$ cat src/hw/rtl/iof_pkg.sv
// Shared types, register codes and sizes for the IMU orientation filter.
`timescale 1ns / 1ps
package iof_pkg;

  localparam int QueueDepth = 2;
  localparam int QueuePtrW  = $clog2(QueueDepth);
  localparam int QueueCntW  = $clog2(QueueDepth + 1);
  localparam int RootSteps  = 32;
  localparam int RootCntW   = $clog2(RootSteps);
  localparam int DivSteps   = 31;
  localparam int DivCntW    = $clog2(DivSteps);

  typedef enum logic [2:0] {
    REG_GYRO_OFFSET_X,
    REG_GYRO_OFFSET_Y,
    REG_GYRO_OFFSET_Z,
    REG_RATE_DEADBAND,
    REG_CORRECTION_GAIN,
    REG_SMOOTHING_WEIGHT,
    REG_STEP_TIME
  } iof_reg_e;

  typedef struct packed {
    logic signed [15:0] off_x;
    logic signed [15:0] off_y;
    logic signed [15:0] off_z;
    logic [14:0]        deadband;
    logic [15:0]        beta;
    logic [16:0]        weight;
    logic [15:0]        dt;
  } iof_cfg_t;

  typedef struct packed {
    logic signed [15:0] ax;
    logic signed [15:0] ay;
    logic signed [15:0] az;
    logic signed [16:0] rx;
    logic signed [16:0] ry;
    logic signed [16:0] rz;
    logic               held;
  } iof_item_t;

endpackage

$ cat src/hw/rtl/iof_front.sv
// Front end: takes a sample, removes gyro bias, applies deadband, flags static items.
`timescale 1ns / 1ps
module iof_front import iof_pkg::*; (
  input  iof_cfg_t           cfg_i,
  input  logic               in_valid_i,
  output logic               in_ready_o,
  input  logic signed [15:0] accel_x_i,
  input  logic signed [15:0] accel_y_i,
  input  logic signed [15:0] accel_z_i,
  input  logic signed [15:0] rate_x_i,
  input  logic signed [15:0] rate_y_i,
  input  logic signed [15:0] rate_z_i,
  output logic               push_valid_o,
  input  logic               push_ready_i,
  output iof_item_t          push_item_o
);

  logic signed [16:0] rate_raw [3];
  logic signed [16:0] rate_cut [3];
  logic [16:0]        rate_mag [3];

  always_comb begin
    rate_raw[0] = 17'(rate_x_i) - 17'(cfg_i.off_x);
    rate_raw[1] = 17'(rate_y_i) - 17'(cfg_i.off_y);
    rate_raw[2] = 17'(rate_z_i) - 17'(cfg_i.off_z);
    for (int i = 0; i < 3; i++) begin
      rate_mag[i] = rate_raw[i][16] ? 17'(-rate_raw[i]) : 17'(rate_raw[i]);
      rate_cut[i] = (rate_mag[i] < {2'b00, cfg_i.deadband}) ? 17'sd0 : rate_raw[i];
    end
  end

  always_comb begin
    push_item_o.ax   = accel_x_i;
    push_item_o.ay   = accel_y_i;
    push_item_o.az   = accel_z_i;
    push_item_o.rx   = rate_cut[0];
    push_item_o.ry   = rate_cut[1];
    push_item_o.rz   = rate_cut[2];
    push_item_o.held = (rate_cut[0] == 17'sd0) && (rate_cut[1] == 17'sd0) &&
                       (rate_cut[2] == 17'sd0);
  end

  assign in_ready_o   = push_ready_i;
  assign push_valid_o = in_valid_i;

endmodule

$ cat config.mk
export PLATFORM = sky130hd
export DESIGN_NAME = iof_front
export DESIGN_NICKNAME = d
export VERILOG_FILES = /design/src/hw/rtl/iof_pkg.sv /design/src/hw/rtl/iof_front.sv
export SDC_FILE = /design/constraint.sdc
export NUM_CORES = 1
export LEC_CHECK = 0
export ABC_AREA = 1
export BUFFER_PORTS_ARGS = -buffer_cell sky130_fd_sc_hd__buf_2
export CAP_MARGIN = 20
export CORE_ASPECT_RATIO = 0.5
export CORE_UTILIZATION = 45
export DETAILED_ROUTE_END_ITERATION = 8
export PLACE_DENSITY = 0.81
export SETUP_SLACK_MARGIN = 0.5
export SLEW_MARGIN = 20
export SYNTH_ARGS = -nofsm -noshare
export SYNTH_HDL_FRONTEND = slang
export SYNTH_SLANG_ARGS = --single-unit
$ cat constraint.sdc
create_clock -name vclk -period 21.5
set_input_delay 6.45 -clock vclk [all_inputs]
set_output_delay 6.45 -clock vclk [all_outputs]
set_load 0.01 [all_outputs]
=== Word-level counts from Yosys, hierarchy flattened ===
Index checks and enable logic that the tools add are counted.

* Add/sub/neg operators: 6
* $lt $le $gt $ge: 3
* Multiplexer cells: 6
* Reduce and logical (&&, ||, !) cells: 5

{| class="wikitable"
|+ Operators by type and width
! cell !! count
|-
| 2-to-1 mux 17 bit || 6
|-
| logical NOT 17 bit || 3
|-
| < comparator 17 x 15 -> 1 bit || 3
|-
| negator 17 bit || 3
|-
| subtractor 16 x 16 -> 17 bit || 3
|-
| logical AND 1 bit || 2
|}

* Flip-flop bits (word level): 0
* Bits of input ports: 210
* Logic and storage cells: 20

=== Depth between registers and ports, before layout ===
Gate-level depths: netlist of run 1.

* Depth after elaboration: 8
* Gate-level depth with buffers: 32

=== Worst setup path before layout of run 1 ===
No wires, ideal clock.

* Path type: input to output
* Start point: input port rate_y_i[0]
* End point: output port push_item_o[0] (netlist name)
* Arrival: 9.716 ns
* Slack: 5.334 ns
* Stages: 30
* Cell sequence: inv_1 ha_1 fa_1 inv_1 nand3_1 nand2_1 nand3_1 nand3_1 nand2_1 nand3_1 nand2_1 nand2_1 buf_2 nand2_1 xor2_1 inv_1 ha_1 a21oi_1 nand3b_1 nand3_1 nand2_1 nand2_1 nand2_1 nand2_1 a31oi_1 nand3_2 buf_6 o21ai_1 nand3_1 nor2_1

{| class="wikitable"
|+ RTL lines
! what !! line !! RTL
|-
| from (decl) || iof_front.sv:11 || <nowiki>input logic signed [15:0] rate_y_i,</nowiki>
|-
| to (decl) || iof_front.sv:15 || <nowiki>output iof_item_t push_item_o</nowiki>
|}

==> results of run 1 <==
-- cell families after synthesis --
group           after synthesis  share of synthesized area (%)
xor+xnor                     49                           7.12
simple gates                594                           41.2
compound gates              108                           10.2
buf+inv                     317                           22.3
fa+ha+maj                    96                           19.3
-- power groups by stage --
stage / clock (mW) / sequential, mW / combinational [mW]
3_3_place_gp: 0 / 0 / 0.335
6_report: 0 / 0 / 0.351
5_1_grt: 0 / 0 / 0.397
3_5_place_dp: 0 / 0 / 0.347
4_1_cts: 0 / 0 / 0.349
2_1_floorplan: 0 / 0 / 0.268
-- per-layer routing --
layer  up-vias  wire [um]  global-route usage [%]
li1       3768          -                       -
met1      3227       7930                    28.3
met4         0        312                    5.24
met3        42        928                    1.75
met2       194       8330                    43.1
met5         -          0                       0
-- worst max-delay path: cells and delay by family --
family	cells	cell delay, ns
and+or+nand+nor	13	1.80
AOI/OAI and AO/OA	6	0.99
xor gates and xnor gates	1	0.15
adders and majority gates	3	0.94
buffers and inverters	4	0.67
-- final timing paths --
path | startpoint | to | slack [ns]
max | cfg_i[96] | push_item_o[0] | 4.03
min | accel_z_i[0] | push_item_o[52] | 12.90
-- cell type report --
| class | instances | share of cell area [%] |
|---|---|---|
| tap | 192 | 3.45 |
| timing repair buffer | 163 | 11.7 |
| multi-input combinational | 847 | 70.8 |
| inverter | 260 | 14.0 |
-- Yosys cell counts, types with 2 or more instances --
master and n:
nand2_1 340, nand3_1 62, o211ai_1 2, nor2_4 3
buf_6 4, and2_1 4, inv_1 238, nor3_1 16
ha_1 93, nand4_1 19, o31ai_1 3, nor2_1 92
a21o_1 6, xor2_2 2, buf_2 3, o21ai_1 3
nor2_2 18, buf_4 50, fa_1 3, a211oi_1 3
a21oi_2 4, nand3b_1 9, xnor2_1 6, o21ai_2 3
inv_2 20, nand3_2 7, o21bai_1 3, a31oi_1 7
clkinv_1 2, o21ai_0 17, a21oi_1 51, xor2_1 40
nand2_2 21
-- stage by stage --
| step | hold WS, ns | std cells | total power [mW] |
|---|---|---|---|
| after floorplan | 12.99 | 1164 | 0.268 |
| after global placement | 12.90 | 1462 | 0.335 |
| after detailed placement | 12.90 | 1462 | 0.347 |
| after CTS | 12.90 | 1462 | 0.349 |
| after global routing | 12.90 | 1462 | 0.397 |
| final | 12.90 | 1462 | 0.351 |
==> out/metrics.cfg, run 1 <==
[final_layout]
fin_nets = 1578
utilization_pct = 51.0
nClkBuffers = 0
area_delta_synth_final_pct = 9.78
seq_cells = 0
antenna_cells = 0
multiInputGateArea_sq_um = 4930
final_cell_mix = nand2_1 (340), inv_1 (238), buf_2 (163), ha_1 (93), nor2_1 (92)
drive_gt1_share_pct = 19.3
seq_area_sq_um = 0
nFillCells = 1438
final_cell_area_sq_um = 6960
mostFrequentLayoutCell = nand2_1

[pwr]
leakage_nw = 4.58
switchingPower_mw = 0.221
pwr-share-seq_pct = 0
intPower_mw = 0.131
clockPowerShare_pct = 0
ir_drop_v = 0.0000265
powerDensity_nw_per_um2 = 50.5
p_comb_share_pct = 100.0
swShare_pct = 62.8

[routing]
wl_per_cell_um = 12.0
firstDrtPassIters = 5
vias_per_cell = 4.95
dr_total_vias = 7231
routed_wl_um = 17500
drc_errors = 0
ant_nets = 0
drt_iter0_drc = 404

[placement]
hpwlAfterDp_um = 15500
dp_slack_ns = 4.12
io_buffers = 163
gp_congestion = 0.904
dpl_cell_area_sq_um = 6960

[logic_synthesis]
yosys_warnings = 0
synthTopCellsByArea = nand2_1 (20%), ha_1 (18%), inv_1 (14%)
yosysTopAreaCell = nand2_1
synth.top_cell.area_share_pct = 20.1
yosysSeqAreaShare_pct = 0
syn_nets = 1470
synth.distinct_cells = 43
syn_inst = 1164
avgSynthCellArea_sq_um = 5.45
synth_area_sq_um = 6340

[global_routing]
overflow = 0
grt_max_degree = 25
grt_pass1_vias = 6548
grt_pass1_wl_um = 28300
grt_antenna_before_repair = 0
grt_usage_pct = 22.9

[timing]
max_freq_mhz = 57.2
tightest_slew_ns = 0.483
rsz0062_at_grt = false
fin_setup_tns_ns = 0
period_minus_slack_ns = 17.47
max_slew_margin_pct = 67.8
hold_viol = 0
slew_viol_final = 0
post-route-period-util_pct = 81.3
setup_violations = 0
finalWorstSetupSlack_ns = 4.03

[clock_tree]
cts_setup_buffers = 0
cts_hold_buf = 0
cts_resized = 0

[critical_path]
arrival_ns = 11.02
endpoint_kind = output pin
max_stage_delay_ns = 0.43
worst-setup-path-type = input port to output pin
cp.required_ns = 15.05
cp_common_cell = nand2_1
setup.worst_path.start_class = input port
critPathSlowestCell = fa_1
path_max_fanout = 18

[floorplanning]
std_cell_rows = 30
die_h_um = 85.9
initial_core_util_pct = 46.4
coreArea_sq_um = 13700
die_area_sq_um = 14600
die_w_um = 170
ioPinCount = 312

[job]
cap_viol_max_count = 0

[run_status]
status = completed

[hold_path]
min_path_type = input port to output pin
whs_path_depth = 0

No activity file was read; power rests on OpenSTA's default activity.
==> inputs of run 2 (changes only) <==
Settings changed: ABC_AREA 1 to 0, PLACE_DENSITY 0.81 to 0.84.
Clock period 21.5 ns to 17.05 ns, I/O delays scaled along.
==> out/metrics.cfg, run 2 <==
[placement]
dp_slack_ns = 1.70  ; was 4.12 ns
io_buffers = 163  ; unchanged
gp_congestion = 0.930  ; was 0.904
hpwlAfterDp_um = 12800  ; was 15,500 um

[critical_path]
critPathSlowestCell = xnor2_1  ; was fa_1
endpoint_kind = output pin  ; unchanged
max_stage_delay_ns = 0.56  ; was 0.43 ns
arrival_ns = 10.26  ; was 11.02 ns
crit_path_cell_trace = buf_2 -> inv_1 -> ha_1 -> inv_1 -> fa_1 -> a21o_1 -> and4_1 -> nor2_2 -> o21ai_0 -> xnor2_1 -> nand4b_1 -> o21ai_0 -> xnor2_1 -> ha_1 -> a21o_1 -> a21oi_1 -> a31oi_1 -> a211oi_1 -> and2_1 -> nor3b_2 -> buf_4 -> a311o_1 -> o211a_1 -> buf_2
worst-setup-path-type = input port to output pin  ; unchanged
setup.worst_path.start_class = input port  ; unchanged
path_max_fanout = 16  ; was 18
cp.required_ns = 11.93  ; was 15.05 ns
path_buf_inv = 5  ; was 4
startpoint = rate_z_i[0]  ; was cfg_i[96]
cp_top_family = compound AO/OA/AOI/OAI gates  ; was simple AND/OR/NAND/NOR gates

[floorplanning]
die_h_um = 79.8  ; was 85.9 um
initial_core_util_pct = 47.8  ; was 46.4%
die_area_sq_um = 12600  ; was 14,600 sq um
std_cell_rows = 27  ; was 30
coreArea_sq_um = 11400  ; was 13,700 sq um
die_w_um = 158  ; was 170 um
ioPinCount = 312  ; unchanged

[logic_synthesis]
syn_inst = 777  ; was 1,164
synth_top_family_by_area = compound AO/OA/AOI/OAI gates  ; was simple AND/OR/NAND/NOR gates
syn_nets = 1083  ; was 1,470
synthTopCellsByArea = ha_1 (21%), xnor2_1 (7.9%), buf_4 (7.0%)  ; was nand2_1 (20%), ha_1 (18%), inv_1 (14%)
yosys_warnings = 0  ; unchanged
synth.distinct_cells = 85  ; was 43
synth.top_cell.area_share_pct = 21.4  ; was 20.1%
synth_most_common_cell = ha_1  ; was nand2_1
yosysTopAreaCell = ha_1  ; was nand2_1
synthXorXnorAreaFrac_pct = 11.9  ; was 7.12%
synthMuxAreaShare_pct = 0.597  ; was 0%
synth-adder-area-share_pct = 22.5  ; was 19.3%
synth_compound_area_share_pct = 26.4  ; was 10.2%
yosysSeqAreaShare_pct = 0  ; unchanged
synth_area_sq_um = 5450  ; was 6340 sq um
avgSynthCellArea_sq_um = 7.01  ; was 5.45 sq um
yosys-top-cells-count = ha_1 (93), inv_1 (89), nor2_1 (67), buf_4 (51), xnor2_1 (49)  ; was nand2_1 (340), inv_1 (238), ha_1 (93), nor2_1 (92), nand3_1 (62)
synth-simple-area-share_pct = 24.0  ; was 41.2%

[pwr]
swShare_pct = 57.4  ; was 62.8%
intPower_mw = 0.170  ; was 0.131 mW
finalPower_mw = 0.399  ; was 0.351 mW
pwr-share-seq_pct = 0  ; about the same
clockPowerShare_pct = 0  ; about the same
leakage_nw = 3.20  ; was 4.58 nW
ir_drop_v = 0.0000255  ; was 0.0000265 V
switchingPower_mw = 0.229  ; was 0.221 mW
p_comb_share_pct = 100.0  ; about the same
powerDensity_nw_per_um2 = 66.1  ; was 50.5 nW/um^2

[final_layout]
final_cell_mix = buf_2 (163), ha_1 (93), inv_1 (89), nor2_1 (67), xnor2_1 (49)  ; was nand2_1 (340), inv_1 (238), buf_2 (163), ha_1 (93), nor2_1 (92)
fin_nets = 1185  ; was 1,578
seq_cells = 0  ; unchanged
antenna_cells = 0  ; unchanged
area_delta_synth_final_pct = 10.7  ; was 9.78%
drive_gt1_share_pct = 22.6  ; was 19.3%
seq_area_sq_um = 0  ; unchanged
mostFrequentLayoutCell = buf_2  ; was nand2_1
nClkBuffers = 0  ; unchanged

[routing]
ant_nets = 0  ; unchanged
vias_per_cell = 5.64  ; was 4.95
drt_iter0_drc = 388  ; was 404
routed_wl_um = 14900  ; was 17,500 um
firstDrtPassIters = 5  ; unchanged
wl_per_cell_um = 14.4  ; was 12.0 um
dr_total_vias = 5838  ; was 7,231
drc_errors = 0  ; unchanged

[global_routing]
grt_max_degree = 20  ; was 25
grt_antenna_before_repair = 1  ; was 0
grt_pass1_vias = 5305  ; was 6,548
grt_pass1_wl_um = 23900  ; was 28,300 um
overflow = 0  ; unchanged
grt_usage_pct = 22.7  ; was 22.9%

[clock_tree]
cts_resized = 0  ; unchanged
cts_setup_buffers = 0  ; unchanged
cts_hold_buf = 0  ; unchanged

[timing]
finalWorstSetupSlack_ns = 1.67  ; was 4.03 ns
tightest_slew_ns = 0.722  ; was 0.483 ns
hold_viol = 0  ; unchanged
max_slew_margin_pct = 51.1  ; was 67.8%
slew_viol_final = 0  ; unchanged
post-route-period-util_pct = 90.2
max_freq_mhz = 65.0
rsz0062_at_grt = false  ; unchanged
period_minus_slack_ns = 15.38
setup_violations = 0  ; unchanged
fin_setup_tns_ns = 0  ; unchanged
whs_ns = 10.23  ; was 12.90 ns

[run_status]
status = completed  ; unchanged

[hold_path]
hold_start = accel_z_i[2]  ; was accel_z_i[0]
min_path_type = input port to output pin  ; unchanged
whs_path_depth = 0  ; unchanged
hold_path_end = push_item_o[54]  ; was push_item_o[52]

[job]
cap_viol_max_count = 0  ; unchanged

[run 2: cell count changes in the layout (fill, tap and decap cells not counted), moves of 18 or more]
cell	previous run	this run
nand2_1	340	42
nor2_1	92	67
nor2b_1	0	18
nand3_1	62	22
inv_1	238	89
o21ai_0	17	37
xnor2_1	6	49
nand2_2	21	0
inv_2	20	0
a21o_1	6	25
[run 2: layer usage]
| layer | track usage, % | up-vias | part of all wire (%) |
|---|---|---|---|
| li1 | - | 2933 | - |
| met1 | 28.8 | 2662 | 43 |
| met2 | 41.1 | 197 | 47 |
| met3 | 1.74 | 46 | 7.0 |
| met4 | 6.31 | 0 | 2.5 |
| met5 | 0 | - | 0 |
[run 2: worst max-delay path by stage]
| stage | depth (start not counted) | slack, ns | endpoint |
|---|---|---|---|
| finish | 24 | 1.67 | push_item_o[0] |
| global route | 26 | 1.27 | push_item_o[0] |
| CTS | 26 | 1.69 | push_item_o[0] |
| detailed placement | 26 | 1.70 | push_item_o[0] |
| global placement | 26 | 1.81 | push_item_o[0] |
| floorplan | 23 | 2.26 | push_item_o[10] |
[run 2: power groups by stage]
stage	clock network (mW)	registers (mW)	logic (mW)
after floorplan	0	0	0.299
after global placement	0	0	0.382
after detailed placement	0	0	0.394
after CTS	0	0	0.397
after global routing	0	0	0.446
final	0	0	0.399
[run 2: area by class of cell]
cell class	instances	area (sq um)
Fill cell	1136	5360
Inverter	89	334
Multi-Input combinational cell	621	4650
Tap cell	159	199
Timing Repair Buffer	167	846
[run 2: cell families (layout without fill, tap and decap cells)]
family	after synthesis	count (layout)
buffers and inverters	156	256
adders and majority gates	96	96
xor gates and xnor gates	73	73
muxes	3	3
AOI/OAI and AO/OA	203	203
and+or+nand+nor	246	246
[run 2: per-stage QoR]
| step | utilization (%) | instance area (sq um) | cells |
|---|---|---|---|
| 2_1_floorplan | - | 5450 | 777 |
| 3_5_place_dp | 52.9 | 6030 | 1036 |
| 5_1_grt | 52.9 | 6030 | 1036 |
| 4_1_cts | 52.9 | 6030 | 1036 |
| 3_3_place_gp | 52.9 | 6030 | 1036 |
| 6_report | 52.9 | 6030 | 1036 |
