<file path="src/hw/rtl/iof_pkg.sv">
// Shared types, register codes and sizes for the IMU orientation filter.
`timescale 1ns / 1ps
package iof_pkg;

  localparam int QueueDepth = 2;
  localparam int QueuePtrW  = $clog2(QueueDepth);
  localparam int QueueCntW  = $clog2(QueueDepth + 1);
  localparam int RootSteps  = 32;
  localparam int RootCntW   = $clog2(RootSteps);
  localparam int DivSteps   = 31;
  localparam int DivCntW    = $clog2(DivSteps);

  typedef enum logic [2:0] {
    REG_GYRO_OFFSET_X,
    REG_GYRO_OFFSET_Y,
    REG_GYRO_OFFSET_Z,
    REG_RATE_DEADBAND,
    REG_CORRECTION_GAIN,
    REG_SMOOTHING_WEIGHT,
    REG_STEP_TIME
  } iof_reg_e;

  typedef struct packed {
    logic signed [15:0] off_x;
    logic signed [15:0] off_y;
    logic signed [15:0] off_z;
    logic [14:0]        deadband;
    logic [15:0]        beta;
    logic [16:0]        weight;
    logic [15:0]        dt;
  } iof_cfg_t;

  typedef struct packed {
    logic signed [15:0] ax;
    logic signed [15:0] ay;
    logic signed [15:0] az;
    logic signed [16:0] rx;
    logic signed [16:0] ry;
    logic signed [16:0] rz;
    logic               held;
  } iof_item_t;

endpackage

</file>
<file path="src/hw/rtl/iof_queue.sv">
// Small item queue between the front end and the filter engine.
`timescale 1ns / 1ps
module iof_queue import iof_pkg::*; (
  input  logic      clk_i,
  input  logic      rst_ni,
  input  logic      push_valid_i,
  output logic      push_ready_o,
  input  iof_item_t push_item_i,
  output logic      pop_valid_o,
  input  logic      pop_ready_i,
  output iof_item_t pop_item_o
);

  iof_item_t             mem_q [QueueDepth];
  logic [QueuePtrW-1:0]  wr_ptr_q;
  logic [QueuePtrW-1:0]  rd_ptr_q;
  logic [QueueCntW-1:0]  cnt_q;
  logic                  push;
  logic                  pop;

  assign push_ready_o = (cnt_q != QueueCntW'(QueueDepth));
  assign pop_valid_o  = (cnt_q != '0);
  assign pop_item_o   = mem_q[rd_ptr_q];
  assign push         = push_valid_i && push_ready_o;
  assign pop          = pop_valid_o && pop_ready_i;

  always_ff @(posedge clk_i) begin
    if (push) begin
      mem_q[wr_ptr_q] <= push_item_i;
    end
  end

  always_ff @(posedge clk_i or negedge rst_ni) begin
    if (!rst_ni) begin
      wr_ptr_q <= '0;
      rd_ptr_q <= '0;
      cnt_q    <= '0;
    end else begin
      if (push) begin
        wr_ptr_q <= (wr_ptr_q == QueuePtrW'(QueueDepth - 1)) ? '0 : wr_ptr_q + 1'b1;
      end
      if (pop) begin
        rd_ptr_q <= (rd_ptr_q == QueuePtrW'(QueueDepth - 1)) ? '0 : rd_ptr_q + 1'b1;
      end
      if (push && !pop) begin
        cnt_q <= cnt_q + 1'b1;
      end else if (pop && !push) begin
        cnt_q <= cnt_q - 1'b1;
      end
    end
  end

endmodule

</file>
<file path="config.mk">
export PLATFORM = sky130hd
export DESIGN_NAME = iof_queue
export DESIGN_NICKNAME = d
export VERILOG_FILES = /design/src/hw/rtl/iof_pkg.sv /design/src/hw/rtl/iof_queue.sv
export SDC_FILE = /design/constraint.sdc
export NUM_CORES = 1
export LEC_CHECK = 0
export BUFFER_PORTS_ARGS = -buffer_cell sky130_fd_sc_hd__buf_4
export CAP_MARGIN = 15
export CORE_ASPECT_RATIO = 1.25
export CORE_UTILIZATION = 38
export CTS_CLUSTER_DIAMETER = 100
export DETAILED_ROUTE_END_ITERATION = 16
export GPL_TIMING_DRIVEN = 0
export HOLD_SLACK_MARGIN = 0.05
export PLACE_DENSITY_LB_ADDON = 0.2
export SLEW_MARGIN = 0
export SYNTH_ARGS = -nofsm -noshare
export SYNTH_HDL_FRONTEND = slang
export SYNTH_SLANG_ARGS = --single-unit
</file>
<file path="constraint.sdc">
create_clock -name clk_i -period 5.4 [get_ports clk_i]
set_input_delay 0.54 -clock clk_i [delete_from_list [all_inputs] [get_ports clk_i]]
set_output_delay 0.54 -clock clk_i [all_outputs]
set_load 0.01 [all_outputs]
</file>
### Word level (Yosys, flattened, before mapping)

Memories as Yosys holds them, arrays and structs flattened.
Index checks and enable logic that the tools add are counted.

| operators by class | value |
|---|---|
| $add $sub $neg | 4 |
| multiplexer cells | 6 |
| reduce and logical (&&, ||, !) cells | 8 |
| equal/unequal tests | 1 |

Operators by type and width:

| kind | count |
|---|---|
| logical AND 1 bit | 4 |
| two-way mux 1 bit | 4 |
| two-way mux 2 bit | 2 |
| nonzero test 2 bit | 2 |
| adder 1 bit (second input constant) | 2 |
| adder 2 x 1 -> 2 bit (second input constant) | 1 |
| zero test 1 bit | 2 |
| inequality test 2 bit (second input constant) | 1 |
| subtractor 2 x 1 -> 2 bit (second input constant) | 1 |

| word-level totals | value |
|---|---|
| flip-flop bits (word level) | 4 |
| logic and storage cells | 23 |
| output and inout port bits | 102 |
| input bits | 104 |
| bits in writable memories | 200 |
| memories | 1 |

Memory list:

| memory | depth | bits a word | rd ports | clocked after memory_dff | write ports | line | text |
|---|---|---|---|---|---|---|---|
| mem_q | 2 | 100 | 1 | 0 | 1 | iof_queue.sv:14 | `iof_item_t mem_q [QueueDepth];` |

### Depth between registers and ports, before layout

Gate-level depths: netlist of run 1.

| logic depth | value |
|---|---|
| depth in word-level cells | 6 |
| mapped depth | 7 |
| gate-level depth less buffers | 7 |

### Worst setup path before layout of run 1

OpenSTA, ideal clock, no wires.

| timing | value |
|---|---|
| kind | reg-to-reg |
| start | register cnt_q[0] |
| end | memory mem_q[0][0] (netlist bit) (enable) |
| stages on the path, launching flop included | 4 |
| clock period less this slack | 5.422 ns |
| slack | -0.022 ns |
| required time | 4.840 ns |
| path buffers | 0 |
| library setup time | 0.560 ns |
| arrival time | 4.862 ns |
| cell sequence | dfrtp_1 > nand2b_1 > nand2_1 > nor2_1 |

| between the ends | value |
|---|---|
| longest elaborated chain between the ends | 4 |

Ends and longest elaborated chain:

| element | line | text |
|---|---|---|
| from (decl) | iof_queue.sv:17 | `logic [QueueCntW-1:0] cnt_q;` |
| from (signal assigned) | iof_queue.sv:46 | `cnt_q <= cnt_q + 1'b1;` |
| from (signal assigned) | iof_queue.sv:48 | `cnt_q <= cnt_q - 1'b1;` |
| inequality test 2 bit | iof_queue.sv:21 | `assign push_ready_o = (cnt_q != QueueCntW'(QueueDepth));` |
| named net push_ready_o | iof_queue.sv:7 | `output logic push_ready_o,` |
| logical AND 1 bit | iof_queue.sv:24 | `assign push = push_valid_i && push_ready_o;` |
| two-way mux 1 bit | iof_queue.sv:28 | `if (push) begin` |
| two-way mux 1 bit (implied by the code) | iof_queue.sv:29 | `mem_q[wr_ptr_q] <= push_item_i;` |
| to (decl) | iof_queue.sv:14 |  |

The timed path passes the listed nets, and every way through them passes these cells.

### Worst setup path in the final report of run 1

| timing | value |
|---|---|
| start | register cnt_q[0] |
| end | memory mem_q[0][32] (netlist bit) (enable) |

| between the ends | value |
|---|---|
| longest elaborated chain between the ends | 4 |

Ends and longest elaborated chain:

| element | line |
|---|---|
| inequality test 2 bit | iof_queue.sv:21 |
| logical AND 1 bit | iof_queue.sv:24 |
| two-way mux 1 bit | iof_queue.sv:28 |
| two-way mux 1 bit (implied by the code) | iof_queue.sv:29 |

No other way between the ends.

==> flow_summary.ini, run 1 <==
[synth]
synth-async-reset-ratio = 0.0196
synth_compound_area_frac = 0
synthCells = 329
synth.most_common_cell = edfxtp_1
synth_edf_count = 200
synth_area_leader_cell = edfxtp_1
ys_ff_latch = 204
ys_types = 16
synthAdderAreaFrac = 0.00159
synth-main-ff-cell = edfxtp_1
ys_top_cells_by_count = edfxtp_1 (200), mux2_4 (90), mux2_2 (10), buf_12 (9), dfrtp_1 (4)
syn_area_per_cell_um2 = 23.9
synth_top_family_by_area = multiplexers
synth_xor_xnor_area_share = 0.00557
synth.area.top_cells = edfxtp_1 (76%), mux2_4 (17%), buf_12 (2.3%), mux2_2 (1.4%), dfrtp_1 (1.3%)
synth-simple-area-share = 0.00430
synth_warnings = 0
muxShareOfSynthArea = 0.186
synth_area_mm2 = 0.00786
yosysSeqAreaShare = 0.777
synthesis.nets = 434
synth_top_area_frac = 0.764

[run]
timing.max_cap.violations = 0

[power]
switchingPower_uw = 1570
power.share.sequential = 0.393
comb_power_share = 0.369
p_clk_frac = 0.237
powerDensity_mw_per_mm2 = 546
power.internal_uw = 4160
ir_drop_mv = 0.401
leakage_uw = 0.00417
switching_share = 0.274

[floorplanning]
io_pins = 206
core_mm2 = 0.0202
dieHeight_um = 163
start_util = 0.390
dieArea_mm2 = 0.0213
rows = 58
die_w_um = 131

[routing]
post_drt_wl_per_cell_um = 17.3
via_per_inst = 4.49
num_vias = 3790
drt-total-wl_um = 14600
postRouteAntennaNets = 0
dr.first_iter.drc_count = 170
drc = 0
first_pass_iters = 4

[clock_network]
cts_root_buf = clkbuf_16
cts_resized = 0
htreeDepth = 1
cts_tree = yes
clock_latency_ps = 480
numCtsBuffers = 21
cts_buffer_depth = 3
cts.sink_count = 204
path_clk_slew_ps = 60

[place]
dpl_cell_area_mm2 = 0.00984
io_buffers = 205
gp_congestion = 0.654
dpl.hpwl_um = 10000

[worst_hold_path]
hold_depth = 1
hp-class = in2reg

[timing]
rsz0062_at_grt = no
slew_viol_final = 0
fmax_mhz = 431
fin_skew_ps = 6.51
fin_crit_ps = 2320
finalSetupViolations = 0
worst_pin_slew_ps = 891
max_slew_margin = 0.405
tns_ps = 0
hold_violations = 0
fin_crit_sh = 0.429

[finish]
num_antenna_cells = 0
nets = 667
area.growth.synth_to_final_pct = 33.6
drive_gt1_frac = 0.613
design_area_mm2 = 0.0105

[setup_path]
cp-start-kind = flop
ff2ff_path_depth = 5
critPathMaxFanout = 31
cp.required_ps = 5580
critPathCaptureType = flop
cpMaxStageDelayCell = nor2_4
path_cells = nand2b_1, nand2_1, nor2_4, buf_12, buf_12
arrival_ps = 2500
crit_path_frequent_cell = buf_12
max_stage_delay_ps = 710
path_class = reg2reg

[grt]
grt_pass1_vias = 4085
grt_max_degree = 53
grt_pass1_wl_um = 21300
antenna_found_initial = 0
grt.overflow.total = 0
grt_use_total = 0.134

[outcome]
status = completed
==> logic make-up after synthesis <==
logic type / Yosys count
XOR/XNOR: 5
adder cells (fa/ha/maj): 1
flip-flops: 204
buffers and inverters: 12
AND/OR/NAND/NOR: 7
multiplexers: 100
==> registers in the layout, indices dropped and copies added, names as in the netlist <==
name	cells
rd_ptr_q	1
wr_ptr_q	1
mem_q	200
cnt_q	2
==> area by class of cell <==
class                   count  area (um2)
clock buffers              24         537
clock inverters            11         106
inverters                   1        3.75
plain buffers              11         196
well taps                 270         338
flip-flops and latches    204        6110
fillers                  1721        9680
repair buffers            210        1640
multi-input cells         113        1570
==> metrics by stage <==
stage | hold WS [ps] | util | std cells | worst slack [ps] | total power (uW)
global route | 216 | 0.520 | 844 | 2910 | 6000
detailed placement | 340 | 0.488 | 808 | 3050 | 4450
finish | 238 | 0.520 | 844 | 3080 | 5730
floorplan | 244 | - | 329 | 1660 | 3600
global placement | 337 | 0.483 | 804 | 201 | 4400
CTS | 210 | 0.520 | 844 | 3020 | 5830
==> power groups by stage <==
| stage | logic, uW | registers, uW | clock network [uW] |
|---|---|---|---|
| 4_1_cts | 2170 | 2260 | 1410 |
| 6_report | 2120 | 2250 | 1360 |
| 5_1_grt | 2260 | 2280 | 1460 |
| 3_5_place_dp | 2160 | 2290 | 0 |
| 2_1_floorplan | 1310 | 2300 | 0 |
| 3_3_place_gp | 2080 | 2330 | 0 |
==> critical path, delay by kind of cell (launching register included) <==
family,cells,cell delay [ps]
simple gates,3,1060
flops,1,410
buf+inv,2,520
==> layout by cell type (no fill, tap or decap), types with 2 or more instances in the layout <==
cell        synthesis  routed
buf_12              9      11
buf_16              0       2
buf_4               0     205
bufinv_16           0       2
clkbuf_1            0       3
clkbuf_16           0      21
clkinv_1            0       3
clkinv_2            0       4
clkinvlp_4          0       2
dfrtp_1             4       4
edfxtp_1          200     200
mux2_2             10      10
mux2_4             90      90
nand2_1             2       2
xnor2_1             3       3
xor2_1              2       2
==> final timing paths <==
path	from	to	slack, ps
hold reg to reg	cnt_q[1]	cnt_q[1]	530
setup / recovery	cnt_q[0]	mem_q[0][32]	3080
min in group asynchronous	rst_ni	rd_ptr_q	380
setup reg to reg	cnt_q[0]	mem_q[0][32]	3080
max in group asynchronous	rst_ni	cnt_q[1]	4910
hold / removal	push_item_i[20]	mem_q[0][20]	240
==> routing by layer <==
layer	routed length, um	GRT usage	vias up
met5	0	0	-
met4	391	0.0496	0
met3	980	0.0342	29
met2	8130	0.253	117
met1	5080	0.138	1878
li1	-	-	1766
==> what timing repair did <==
action | CTS | global route
hold buffers | 1 | 0
setup endpoints to repair | 0 | 0
endpoints found under the hold margin | 4 | 0
setup buffers | 0 | 0
Note: power is estimated with default switching activity, not from simulation.
==> inputs of run 2 (changes only) <==
==> constraint.sdc (replaced) <==
create_clock -name clk_i -period 2.2 [get_ports clk_i]
set_input_delay 0.22 -clock clk_i [delete_from_list [all_inputs] [get_ports clk_i]]
set_output_delay 0.22 -clock clk_i [all_outputs]
set_load 0.01 [all_outputs]
==> run 2 against run 1 <==
Against the previous run: critical endpoint is now pop_item_o[52]; first-iteration DRC count decreased by 6.5%; clock power grew to 2.5 times the previous value; clock skew down 2.2 ps; die area unchanged.
==> flow_summary.ini, run 2 (synthesis results as in run 1) <==
[finish]
reg.largest.list = mem_q x200, cnt_q x2
multiInputGateArea_mm2 = 0.00158
nFillCells = 1591
final_cell_mix = buf_4 (207), edfxtp_1 (200), dlygate4sd3_1 (104)
drive_gt1_frac = 0.522
nets = 772
layout_commonest_cell = buf_4
area.growth.synth_to_final_pct = 47.4
ff_latch_area_mm2 = 0.00611
num_antenna_cells = 0
utilization = 0.574
top_register = mem_q
largest_register_ffs = 200

[run]
timing.max_cap.violations = 0

[setup_path]
r2r_start = cnt_q[0]
critPathCaptureType = output port
arrival_ps = 1740
ff2ff_path_depth = 3
cp.required_ps = 1980
path_class = reg2out
r2r_setup_slack_ps = 260
critPathLaunch = rd_ptr_q
cp-start-kind = flop
r2r-end = mem_q[1][69]
critPathMaxFanout = 10

[timing]
fmax_mhz = 510
fin_crit_sh = 0.891
tns_ps = 0
rsz0062_at_grt = no
worst_pin_slew_ps = 622
fin_crit_ps = 1960
setup_ws_ps = 240
fin_skew_ps = 4.28
finalSetupViolations = 0
max_slew_margin = 0.585
slew_viol_final = 0
whs_ps = 461
hold_violations = 0

[routing]
postRouteAntennaNets = 0
dr_wl_met2_um = 8270
dr.first_iter.drc_count = 159
post_drt_wl_per_cell_um = 16.3
drt-total-wl_um = 15500
drc = 0
wl_met3_um = 877
highest_layer = met4
via_per_inst = 4.42
first_pass_iters = 4
num_vias = 4199
wl_met1_um = 5970

[floorplanning]
dieArea_mm2 = 0.0213
dieHeight_um = 163
io_pins = 206
start_util = 0.390
die_w_um = 131
rows = 58
core_mm2 = 0.0202

[place]
gp_congestion = 0.678
pre_cts_ws_ps = 72.9
dpl.hpwl_um = 9580
io_buffers = 205

[clock_network]
path_clk_slew_ps = 60
htreeDepth = 1
cts_buffer_depth = 3
cts.sink_count = 204
numCtsBuffers = 21
clock_latency_ps = 480
cts_root_buf = clkbuf_16
cts_tree = yes
cts_resized = 0

[grt]
grt_use_total = 0.140
grt_max_degree = 62
grt_pass1_wl_um = 22700
antenna_found_initial = 0
grt.overflow.total = 0
grt_pass1_vias = 4545

[power]
leakage_uw = 0.00463
ir_drop_mv = 1.07
powerDensity_mw_per_mm2 = 1240
fin_total_pwr_uw = 14400

[worst_hold_path]
min-delay-start = push_item_i[42]
hold_depth = 2
hp-class = in2reg
hold_path_end = mem_q[0][42]

[outcome]
status = completed
run 2: cell count changes in the layout (fill, tap and decap cells not counted):
cell | previous run | this run
nand2b_4 | 0 | 1
clkinv_2 | 4 | 3
nand2_4 | 0 | 1
bufinv_16 | 2 | 3
nand2_1 | 2 | 1
nand2b_1 | 1 | 0
dlygate4sd3_1 | 1 | 104
buf_4 | 205 | 207
clkinv_1 | 3 | 5
clkinvlp_4 | 2 | 1
run 2: area by class of cell:
cell class | count | area share
Clock buffer | 24 | 0.0463
Sequential cell | 204 | 0.527
Tap cell | 270 | 0.0292
Clock inverter | 12 | 0.0113
Inverter | 1 | 0.000324
Timing Repair Buffer | 315 | 0.232
Multi-Input combinational cell | 113 | 0.137
Buffer | 11 | 0.0170
run 2: layer usage:
metal,track usage,up-vias
li1,-,1983
met1,0.156,2068
met2,0.260,125
met3,0.0309,23
met4,0.0470,0
met5,0,-
run 2: where the power goes:
part | internal [uW] | leakage [uW] | switching (uW)
Combinational | 3080 | 0.00240 | 2330
Sequential | 5310 | 0.00190 | 224
Clock | 2090 | 0.000324 | 1370
Total | 10500 | 0.00463 | 3920
run 2: how the worst max path moves through the flow:
stage	slack, ps	end
global route	110	mem_q[1][99]
finish	240	pop_item_o[52]
global placement	-1150	mem_q[0][65]
detailed placement	70	mem_q[0][65]
CTS	40	mem_q[0][66]
floorplan	-320	mem_q[0][0]
run 2: what timing repair did:
| item | in CTS | in global routing |
|---|---|---|
| setup buffers | 0 | 2 |
| endpoints found under the setup margin | 0 | 32 |
| endpoints found under the hold margin | 206 | 0 |
| hold buffers | 104 | 0 |
run 2: critical path, cell delays in order (launching register included):
cell and delay (ps):
dfrtp_1 350, buf_6 260, buf_12 190, mux2_4 310, buf_4 140
run 2: stage by stage:
stage	cells	area, um2
floorplan	329	7880
global placement	804	9760
detailed placement	808	9860
CTS	948	11600
global route	950	11600
finish	950	11600
==> inputs of run 3 (changes only) <==
--- a/config.mk
+++ b/config.mk
@@ -9,11 +9,11 @@
 export CAP_MARGIN = 15
 export CORE_ASPECT_RATIO = 1.25
 export CORE_UTILIZATION = 38
+export CTS_BUF_LIST = sky130_fd_sc_hd__clkbuf_4 sky130_fd_sc_hd__clkbuf_8 sky130_fd_sc_hd__clkbuf_16
 export CTS_CLUSTER_DIAMETER = 100
 export DETAILED_ROUTE_END_ITERATION = 16
 export GPL_TIMING_DRIVEN = 0
 export HOLD_SLACK_MARGIN = 0.05
-export PLACE_DENSITY_LB_ADDON = 0.2
 export SLEW_MARGIN = 0
 export SYNTH_ARGS = -nofsm -noshare
 export SYNTH_HDL_FRONTEND = slang
==> run 3 against run 2 <==
Against the previous run: flip-flop and latch count unchanged; via count up 1.1%; non-clock buffer count down 2; sequential power about the same; die area unchanged; highest routed layer unchanged; critical path type is now reg2reg.
==> flow_summary.ini, run 3 (synthesis results as in run 1) <==
[outcome]
status = completed

[timing]
fin_skew_ps = 9.07
hold_violations = 0
rsz0062_at_grt = no
fmax_mhz = 502
max_slew_margin = 0.556
finalSetupViolations = 0
worst_pin_slew_ps = 666
fin_crit_ps = 1990
tns_ps = 0
fin_crit_sh = 0.905
slew_viol_final = 0

[power]
leakage_uw = 0.00459
powerDensity_mw_per_mm2 = 1220
ir_drop_mv = 0.904

[finish]
stdcell_count = 948
design_area_mm2 = 0.0115
top_register = mem_q
final_cell_mix = buf_4 (205), edfxtp_1 (200), dlygate4sd3_1 (104)
layout_commonest_cell = buf_4
utilization = 0.570
nets = 769
num_antenna_cells = 0
drive_gt1_frac = 0.524
area.growth.synth_to_final_pct = 46.3
largest_register_ffs = 200
reg.largest.list = mem_q x200, cnt_q x2

[grt]
grt_use_met2 = 0.266
antenna_found_initial = 0
grt_use_total = 0.144
grt.overflow.total = 0
grt_util_met3 = 0.0358
grt_pass1_wl_um = 23300
grt_max_degree = 58
grt_busiest_layer = met2
grt_pass1_vias = 4717
grtUsageMet1 = 0.157

[setup_path]
cpMaxStageDelayCell = and3_4
arrival_ps = 2140
cp-start-kind = flop
path_class = reg2reg
crit_buf_inv = 1
cp.required_ps = 2350
max_stage_delay_ps = 630
critPathCaptureType = flop
critPathMaxFanout = 57
crit_family = simple AND/OR/NAND/NOR gates
path_cells = nand2b_4, and3_4, buf_16

[clock_network]
cts_resized = 0
cts.sink_count = 204
clock_latency_ps = 490
cts_buffer_depth = 3
htreeDepth = 1
cts_tree = yes
path_clk_slew_ps = 70
numCtsBuffers = 20
hold_buffers = 104
post-cts-setup-buffers = 0
cts_root_buf = clkbuf_16

[place]
gp_congestion = 0.667
io_buffers = 205
dpl_cell_area_mm2 = 0.00985
dpl.hpwl_um = 9700
place_inst = 808

[routing]
post_drt_wl_per_cell_um = 16.3
via_per_inst = 4.48
num_vias = 4246
first_pass_iters = 4
drt-total-wl_um = 15400
drc = 0
postRouteAntennaNets = 0
dr.first_iter.drc_count = 171

[floorplanning]
start_util = 0.390
dieArea_mm2 = 0.0213
io_pins = 206
core_mm2 = 0.0202
rows = 58
die_w_um = 131
dieHeight_um = 163

[worst_hold_path]
hp-class = in2reg

[run]
timing.max_cap.violations = 0
## run 3: stage by stage
stage | power [uW] | hold WS (ps) | setup WS, ps
detailed placement | 10900 | 21.2 | 211
global placement | 10800 | 19.0 | -1160
finish | 14000 | 464 | 209
floorplan | 8820 | -75.6 | -322
global route | 14700 | 450 | 107
CTS | 14300 | 439 | 174
## run 3: per-layer routing
layer	wire, um	share of wire
met1	5620	0.36
met2	8490	0.55
met3	1050	0.068
met4	280	0.018
met5	0	0
## run 3: worst paths after layout
| kind | depth (start not counted) | start | slack [ps] | end |
|---|---|---|---|---|
| max in group asynchronous | 3 | rst_ni | 1370 | cnt_q[1] |
| min reg2reg | 1 | cnt_q[1] | 540 | cnt_q[1] |
| max reg2reg | 3 | cnt_q[0] | 210 | mem_q[1][82] |
| max | 3 | cnt_q[0] | 210 | mem_q[1][82] |
| min in group asynchronous | 3 | rst_ni | 650 | rd_ptr_q |
| min | 2 | push_item_i[63] | 460 | mem_q[0][63] |
## run 3: cell type report
class                      instances  area [um2]
buffer                            11         196
clock buffer                      23         541
clock inverter                    13        66.3
fill                            1591        8670
inverter                           1        3.75
multi-input combinational        113        1580
sequential                       204        6110
tap                              270         338
timing repair buffer             313        2670
## run 3: report_power, final
group	switching, uW	internal, uW
combinational	2310	3060
clock	1360	1760
sequential	227	5310
total	3900	10100
